### config.mk
export PLATFORM = sky130hd
export DESIGN_NAME = gtf_div
export DESIGN_NICKNAME = d
export VERILOG_FILES = /design/src/hw/rtl/gtf_pkg.sv /design/src/hw/rtl/gtf_div.sv
export SDC_FILE = /design/constraint.sdc
export NUM_CORES = 2
export LEC_CHECK = 0
export BUFFER_PORTS_ARGS = -buffer_cell sky130_fd_sc_hd__buf_2
export CAP_MARGIN = 20
export CORE_MARGIN = 5
export CORE_UTILIZATION = 50
export DETAILED_ROUTE_END_ITERATION = 8
export GPL_TIMING_DRIVEN = 0
export PLACE_DENSITY_LB_ADDON = 0.1
export SLEW_MARGIN = 20
export SYNTH_ARGS = -nofsm -noshare
export SYNTH_HDL_FRONTEND = slang
export SYNTH_MEMORY_MAX_BITS = 65536
export SYNTH_SLANG_ARGS = --single-unit
export TNS_END_PERCENT = 50
### constraint.sdc
create_clock -name clk -period 3.4 [get_ports clk]
set_clock_uncertainty 0.1 [all_clocks]
set_input_delay 0.68 -clock clk [delete_from_list [all_inputs] [get_ports clk]]
set_output_delay 0.68 -clock clk [all_outputs]
set_load 0.01 [all_outputs]
### src/hw/rtl/gtf_pkg.sv
// ----------------------------------------------------------------------------
// gtf_pkg
// Shared widths, constants and the sideband record for the GTF modeline pipe.
// ----------------------------------------------------------------------------
`default_nettype none

package gtf_pkg;

  // Divider operand widths and quotient depth (one quotient bit per stage)
  localparam int DIV_NUM_W = 35;
  localparam int DIV_DEN_W = 25;
  localparam int DIV_Q     = 21;
  localparam int DIV_ACC_W = DIV_DEN_W + DIV_Q;

  // Valid input ranges
  localparam int W_MIN = 8;
  localparam int H_MIN = 240;
  localparam int F_MIN = 50;
  localparam int F_MAX = 120;

  // Formula constants
  localparam int K_VB_BASE  = 10000;
  localparam int K_VB_DEN   = 20000;
  localparam int K_HB_OFS   = 300000;
  localparam int K_HB_NUM   = 30;
  localparam int K_HB_DEN   = 70;
  localparam int K_VB_MUL   = 11;
  localparam int K_PCT_RND  = 50;
  localparam int K_RECIP100 = 5243;   // ceil(2^19 / 100), exact for x < 6000
  localparam int K_RECIP_SH = 19;

  // ceil(2^41 / 1000), exact divide by 1000 for any 32-bit numerator
  localparam logic [31:0] K_RECIP1000    = 32'd2199023256;
  localparam int          K_RECIP1000_SH = 41;

  // Transaction record carried alongside the divider stages
  typedef struct packed {
    logic        err;
    logic [11:0] w;
    logic [10:0] h;
    logic [6:0]  f;
    logic [11:0] vbl;
    logic [18:0] vfreq;
    logic [10:0] hbl;
    logic [12:0] tot;
    logic [15:0] hss;
    logic [15:0] hse;
    logic [15:0] hbe;
  } side_t;

endpackage

`default_nettype wire

### src/hw/rtl/gtf_div.sv
// ----------------------------------------------------------------------------
// gtf_div
// Pipelined restoring divider, one quotient bit per stage, with sideband.
// ----------------------------------------------------------------------------
`default_nettype none

module gtf_div (
  input  wire logic                           clk,
  input  wire logic                           rst_n,
  input  wire logic                           en,
  input  wire logic                           in_valid,
  input  wire logic [gtf_pkg::DIV_NUM_W-1:0]  in_num,
  input  wire logic [gtf_pkg::DIV_DEN_W-1:0]  in_den,
  input  wire gtf_pkg::side_t                 in_side,
  output logic                                out_valid,
  output logic [gtf_pkg::DIV_Q-1:0]           out_quo,
  output gtf_pkg::side_t                      out_side
);

  localparam int Q = gtf_pkg::DIV_Q;
  localparam int A = gtf_pkg::DIV_ACC_W;

  logic [Q-1:0]                   valid_r;
  logic [gtf_pkg::DIV_NUM_W-1:0]  rem_r [Q];
  logic [gtf_pkg::DIV_NUM_W-1:0]  rem_nxt [Q];
  logic [gtf_pkg::DIV_DEN_W-1:0]  den_r [Q];
  logic [Q-1:0]                   quo_r [Q];
  logic [Q-1:0]                   quo_nxt [Q];
  gtf_pkg::side_t                 side_r [Q];

  // Each stage tries den << (Q-1-s) against the running remainder
  always_comb begin
    for (int s = 0; s < Q; s++) begin
      logic [gtf_pkg::DIV_NUM_W-1:0] rem_in;
      logic [gtf_pkg::DIV_DEN_W-1:0] den_in;
      logic [Q-1:0]                  quo_in;
      logic [A:0]                    trial;
      rem_in = (s == 0) ? in_num : rem_r[(s == 0) ? 0 : s - 1];
      den_in = (s == 0) ? in_den : den_r[(s == 0) ? 0 : s - 1];
      quo_in = (s == 0) ? '0 : quo_r[(s == 0) ? 0 : s - 1];
      trial  = {{(A + 1 - gtf_pkg::DIV_NUM_W){1'b0}}, rem_in}
             - ({{(Q + 1){1'b0}}, den_in} << (Q - 1 - s));
      if (!trial[A]) begin
        rem_nxt[s] = trial[gtf_pkg::DIV_NUM_W-1:0];
        quo_nxt[s] = quo_in | (Q'(1) << (Q - 1 - s));
      end else begin
        rem_nxt[s] = rem_in;
        quo_nxt[s] = quo_in;
      end
    end
  end

  always_ff @(posedge clk) begin
    if (!rst_n) begin
      valid_r <= '0;
    end else if (en) begin
      valid_r <= {valid_r[Q-2:0], in_valid};
    end
  end

  always_ff @(posedge clk) begin
    if (en) begin
      for (int s = 0; s < Q; s++) begin
        rem_r[s] <= rem_nxt[s];
        quo_r[s] <= quo_nxt[s];
        den_r[s]  <= (s == 0) ? in_den  : den_r[(s == 0) ? 0 : s - 1];
        side_r[s] <= (s == 0) ? in_side : side_r[(s == 0) ? 0 : s - 1];
      end
    end
  end

  assign out_valid = valid_r[Q-1];
  assign out_quo   = quo_r[Q-1];
  assign out_side  = side_r[Q-1];

endmodule

`default_nettype wire
## Word level (Yosys, flattened, before mapping)

Memory sizes are Yosys's and may differ from the RTL's.
Cells that the tools add are included.

| storage, ports and cells | value |
|---|---|
| bits in registers | 21 |
| memory bits (writable) | 4515 |
| output and inout bits | 156 |
| logic and storage cells | 70 |
| memories | 4 |

Memory list:

| name | depth | bits a word | read ports | clocked after memory_dff | write ports | RTL line | source |
|---|---|---|---|---|---|---|---|
| side_r | 21 | 134 | 21 | 0 | 21 | gtf_div.sv:29 | `gtf_pkg::side_t side_r [Q];` |
| rem_r | 21 | 35 | 20 | 0 | 21 | gtf_div.sv:24 | `logic [gtf_pkg::DIV_NUM_W-1:0] rem_r [Q];` |
| den_r | 21 | 25 | 20 | 0 | 21 | gtf_div.sv:26 | `logic [gtf_pkg::DIV_DEN_W-1:0] den_r [Q];` |
| quo_r | 21 | 21 | 21 | 0 | 21 | gtf_div.sv:27 | `logic [Q-1:0] quo_r [Q];` |

| cells by class | value |
|---|---|
| $add $sub $neg | 21 |
| muxes and demuxes | 44 |

Operators by type and width:

| kind | number |
|---|---|
| 35-bit 2-to-1 mux | 21 |
| 35-bit by 45-bit subtractor with 46-bit output | 1 |
| 35-bit by 44-bit subtractor with 45-bit output | 1 |
| 35-bit by 43-bit subtractor with 44-bit output | 1 |
| 35-bit by 42-bit subtractor with 43-bit output | 1 |
| 35-bit by 41-bit subtractor with 42-bit output | 1 |
| 35-bit by 40-bit subtractor with 41-bit output | 1 |
| 35-bit by 39-bit subtractor with 40-bit output | 1 |
| 35-bit by 38-bit subtractor with 39-bit output | 1 |
| 35-bit by 37-bit subtractor with 38-bit output | 1 |
| 35-bit by 36-bit subtractor with 37-bit output | 1 |
| 35-bit by 25-bit subtractor with 36-bit output | 1 |
| 35-bit by 26-bit subtractor with 36-bit output | 1 |
| 35-bit by 27-bit subtractor with 36-bit output | 1 |
| 35-bit by 28-bit subtractor with 36-bit output | 1 |
| 35-bit by 29-bit subtractor with 36-bit output | 1 |
| 35-bit by 30-bit subtractor with 36-bit output | 1 |
| 35-bit by 31-bit subtractor with 36-bit output | 1 |
| 35-bit by 32-bit subtractor with 36-bit output | 1 |
| 35-bit by 33-bit subtractor with 36-bit output | 1 |
| 35-bit by 34-bit subtractor with 36-bit output | 1 |
| 35-bit by 35-bit subtractor with 36-bit output | 1 |
| 21-bit 2-to-1 mux | 1 |
| 20-bit 2-to-1 mux | 1 |
| other kinds (19) | 21 |

## Longest topological paths before layout

An unclocked memory read counts as a cell.

| logic depth | value |
|---|---|
| depth in word-level cells | 3 |
| gate-level depth with buffers | 14 |

## Worst setup path after synthesis

Ideal clock, no wire load.

| timing path | value |
|---|---|
| kind | reg2reg |
| start | memory den_r[0][176] in the netlist's numbering |
| end | memory rem_r[2][21] in the netlist's numbering (data pin) |
| setup time | 0.260 ns |
| arrival | 3.176 ns |
| path slack | -0.135 ns |
| cell stages (with the launch flop) | 12 |
| buffers on the path | 1 |
| clock period less this slack | 3.535 ns |
| cell sequence | edfxtp_1 -> inv_1 -> ha_1 -> nor2b_2 -> o2111ai_1 -> and3_4 -> o31ai_2 -> a41oi_2 -> or3_4 -> a2111oi_4 -> buf_6 -> mux2_2 |

RTL lines:

| what | RTL line |
|---|---|
| start: declaration | gtf_div.sv:26 |
| end: declaration | gtf_div.sv:24 |

==> impl_metrics.yaml <==
run_status:
  status: "finished with violations"
  violations: "setup timing"
setup_path:
  cp-start-kind: "register"
  r2r-start: "rem_r[3][109]"
  cp_data_required_time_ns: 4.03
  ff2ff_path_depth: 15
  cp.arrival_ns: 4.05
  r2r_slack_ns: -0.02
  crit_path_max_fanout: 3
  reg2reg_to: "rem_r[4][28]"
  cp-end-kind: "register"
  worstSetupPathType: "reg2reg"
synth:
  synth_seq_cells: 4266
  yosys.area.top_type: "edfxtp_1"
  synthFlopType: "edfxtp_1"
  avgSynthCellArea_um2: 18.0
  syn_inst: 8757
  yosysSeqAreaShare_pct: 81.1
  synth_edf_count: 4245
  yosysWarningCount: 0
  syn_area_um2: 158000
  synth.distinct_cells: 86
  synth_area_leaders: "edfxtp_1 81%, ha_1 3.7%, inv_1 1.4%"
  yosys.area.top_type_share_pct: 80.8
  syn_nets: 9444
  async_reset_ff_share_pct: 0
floorplan:
  row_count: 206
  core-area_um2: 314000
  dieWidth_um: 572
  ioPinCount: 354
  dieArea_um2: 327000
  initial_utilization_pct: 50.2
  die_y_um: 572
sta:
  rsz0062_at_grt: "yes"
  worst_pin_slew_ns: 0.849
  whs_ns: 0.113
  maxSlewHeadroom_pct: 43.4
  min_period_ns: 3.42
  fin_crit_sh_pct: 101
  slew_viol_final: 0
  setup_viol: 3
  hold_viol_final: 0
  fmax_mhz: 292
  tns_ns: -0.0360
  timing.final.ws_setup_ns: -0.0208
route:
  drtAntennaViolNets: 0
  drc_errors: 0
  drtPass1Iterations: 8
  via_per_inst: 5.06
  post_drt_wl_per_cell_um: 16.8
  drt_iter0_markers: 4509
  vias: 72900
  routed_wl_mm: 242
power_and_ir_drop:
  p_sw_mw: 31.3
  switching_share_pct: 24.3
  ir_drop_uv: 546
  power_mw: 129
  clock_power_share_pct: 34.8
  power_leakage_nw: 67.7
  comb_power_share_pct: 14.4
  p_seq_share_pct: 50.8
  cellInternalPower_mw: 97.6
  powerDensity_nw_per_um2: 698
placed_design:
  dpl.cell_count: 13300
  place.gp.congestion: 0.903
  dpl_worst_slack_ns: -1.91
  dpl.hpwl_mm: 150
  port_buffers: 353
  dpl-instance-area_um2: 166000
worst_hold_path:
  worstHoldEndpoint: "side_r[1][6]"
  hold_class: "in2reg"
  hold_depth: 1
  min_from: "en"
grt:
  grt_pass1_vias: 75600
  grt_overflow: 0
  antenna_found_initial: 5
  grt_max_degree: 156
  grt_pass1_wl_mm: 388
  grt_usage_pct: 14.5
clock_network:
  numCtsBuffers: 424
  cts_tree: "built"
  cts_root_buffer: "clkbuf_16"
  h-tree-depth: 5
  clk_pin_slew_ns: 0.06
  cts_sinks: 4266
  clkLatencyLatePin_ns: 0.95
  clock_path_buffers: 4
finish:
  drive_above_1_share_pct: 17.1
  num-nets-final: 10600
  syn_to_final_growth_pct: 17.1
  layout_common_cells: "4245 x edfxtp_1, 591 x inv_1, 437 x ha_1, 434 x clkbuf_16, 382 x a21oi_1"
  final-instance-count-excl-fill: 14400
  final_area_um2: 185000
  fin_util_pct: 58.7
  layout_commonest_cell: "edfxtp_1"
job:
  drv_cap: 0
-- cell type report --
type / instances / area (um^2)
diodes: 1 / 2.50
plain buffers: 220 / 1680
clock buffers: 520 / 11000
clock inverters: 262 / 2630
fillers: 23200 / 130000
inverters: 598 / 2260
multi-input cells: 3666 / 27900
flip-flops and latches: 4266 / 128000
well taps: 4160 / 5200
repair buffers: 719 / 6080
-- registers in the layout, summed over array words and instances, names as in the netlist --
name,cells
den_r,500
quo_r,231
rem_r,700
side_r,2814
valid_r,21
-- power by group through the flow --
stage / clock [mW] / combinational (mW) / sequential [mW]
after CTS: 46.5 / 17.7 / 65.5
after floorplan: 0 / 11.9 / 65.7
after detailed placement: 0 / 16.4 / 66.5
after global placement: 0 / 10.3 / 66.7
after global routing: 48.8 / 20.6 / 65.9
final: 44.9 / 18.6 / 65.4
-- logic make-up after synthesis --
group	share of synthesized area (%)
DFF	81.1
AOI/OAI and AO/OA	5.38
and+or+nand+nor	3.77
buffers and inverters	2.30
adders and majority gates	3.97
xor gates and xnor gates	1.97
muxes	1.51
-- worst max path at each step --
stage,start,to,slack (ns),depth (start not counted)
3_5_place_dp,en,side_r[0][633],-1.91,7
3_3_place_gp,en,side_r[2][412],-65.34,1
4_1_cts,rem_r[1][118],rem_r[2][26],-0.11,11
6_report,rem_r[3][109],rem_r[4][28],-0.02,15
2_1_floorplan,rem_r[3][109],rem_r[4][34],-0.03,13
5_1_grt,rem_r[3][109],rem_r[4][28],-0.16,15
-- metal layers --
metal / global-route usage (%) / share of wire, % / up-vias
li1: - / - / 35500
met1: 17.2 / 40 / 35400
met2: 26.1 / 52 / 1294
met3: 2.62 / 4.0 / 610
met4: 6.16 / 4.2 / 0
met5: 0 / 0 / -
-- what timing repair did --
action,CTS,global route
hold buffers,200,0
pin swaps,62,89
setup buffers,64,56
gates resized for setup,306,222
hold endpoints to repair,196,0
gates cloned,11,5
endpoints found under the setup margin,1512,1010
-- worst max-delay path: stages, from the launching register on --
cell	delay, ns
edfxtp_1	0.54
inv_2	0.14
ha_4	0.14
inv_2	0.04
fa_2	0.38
a211oi_4	0.25
o211ai_1	0.13
a31oi_2	0.22
o21a_1	0.22
o21ai_2	0.09
a221oi_4	0.23
buf_6	0.17
buf_6	0.10
mux2i_2	0.21
nand4_1	0.15
o21ai_2	0.16
-- cell usage after synthesis (73+ instances only) --
cell / number
edfxtp_1: 4245
inv_1: 595
ha_1: 469
a21oi_1: 425
nand2_1: 354
o21ai_0: 342
nor2_1: 339
xnor2_1: 217
mux2_2: 166
a21o_1: 146
xor2_1: 138
buf_4: 134
nor2b_1: 97
nor3_1: 88
nand2b_1: 82
nand3_1: 82
o21a_1: 78
clkbuf_1: 73
No activity file was read; power rests on OpenSTA's default activity.
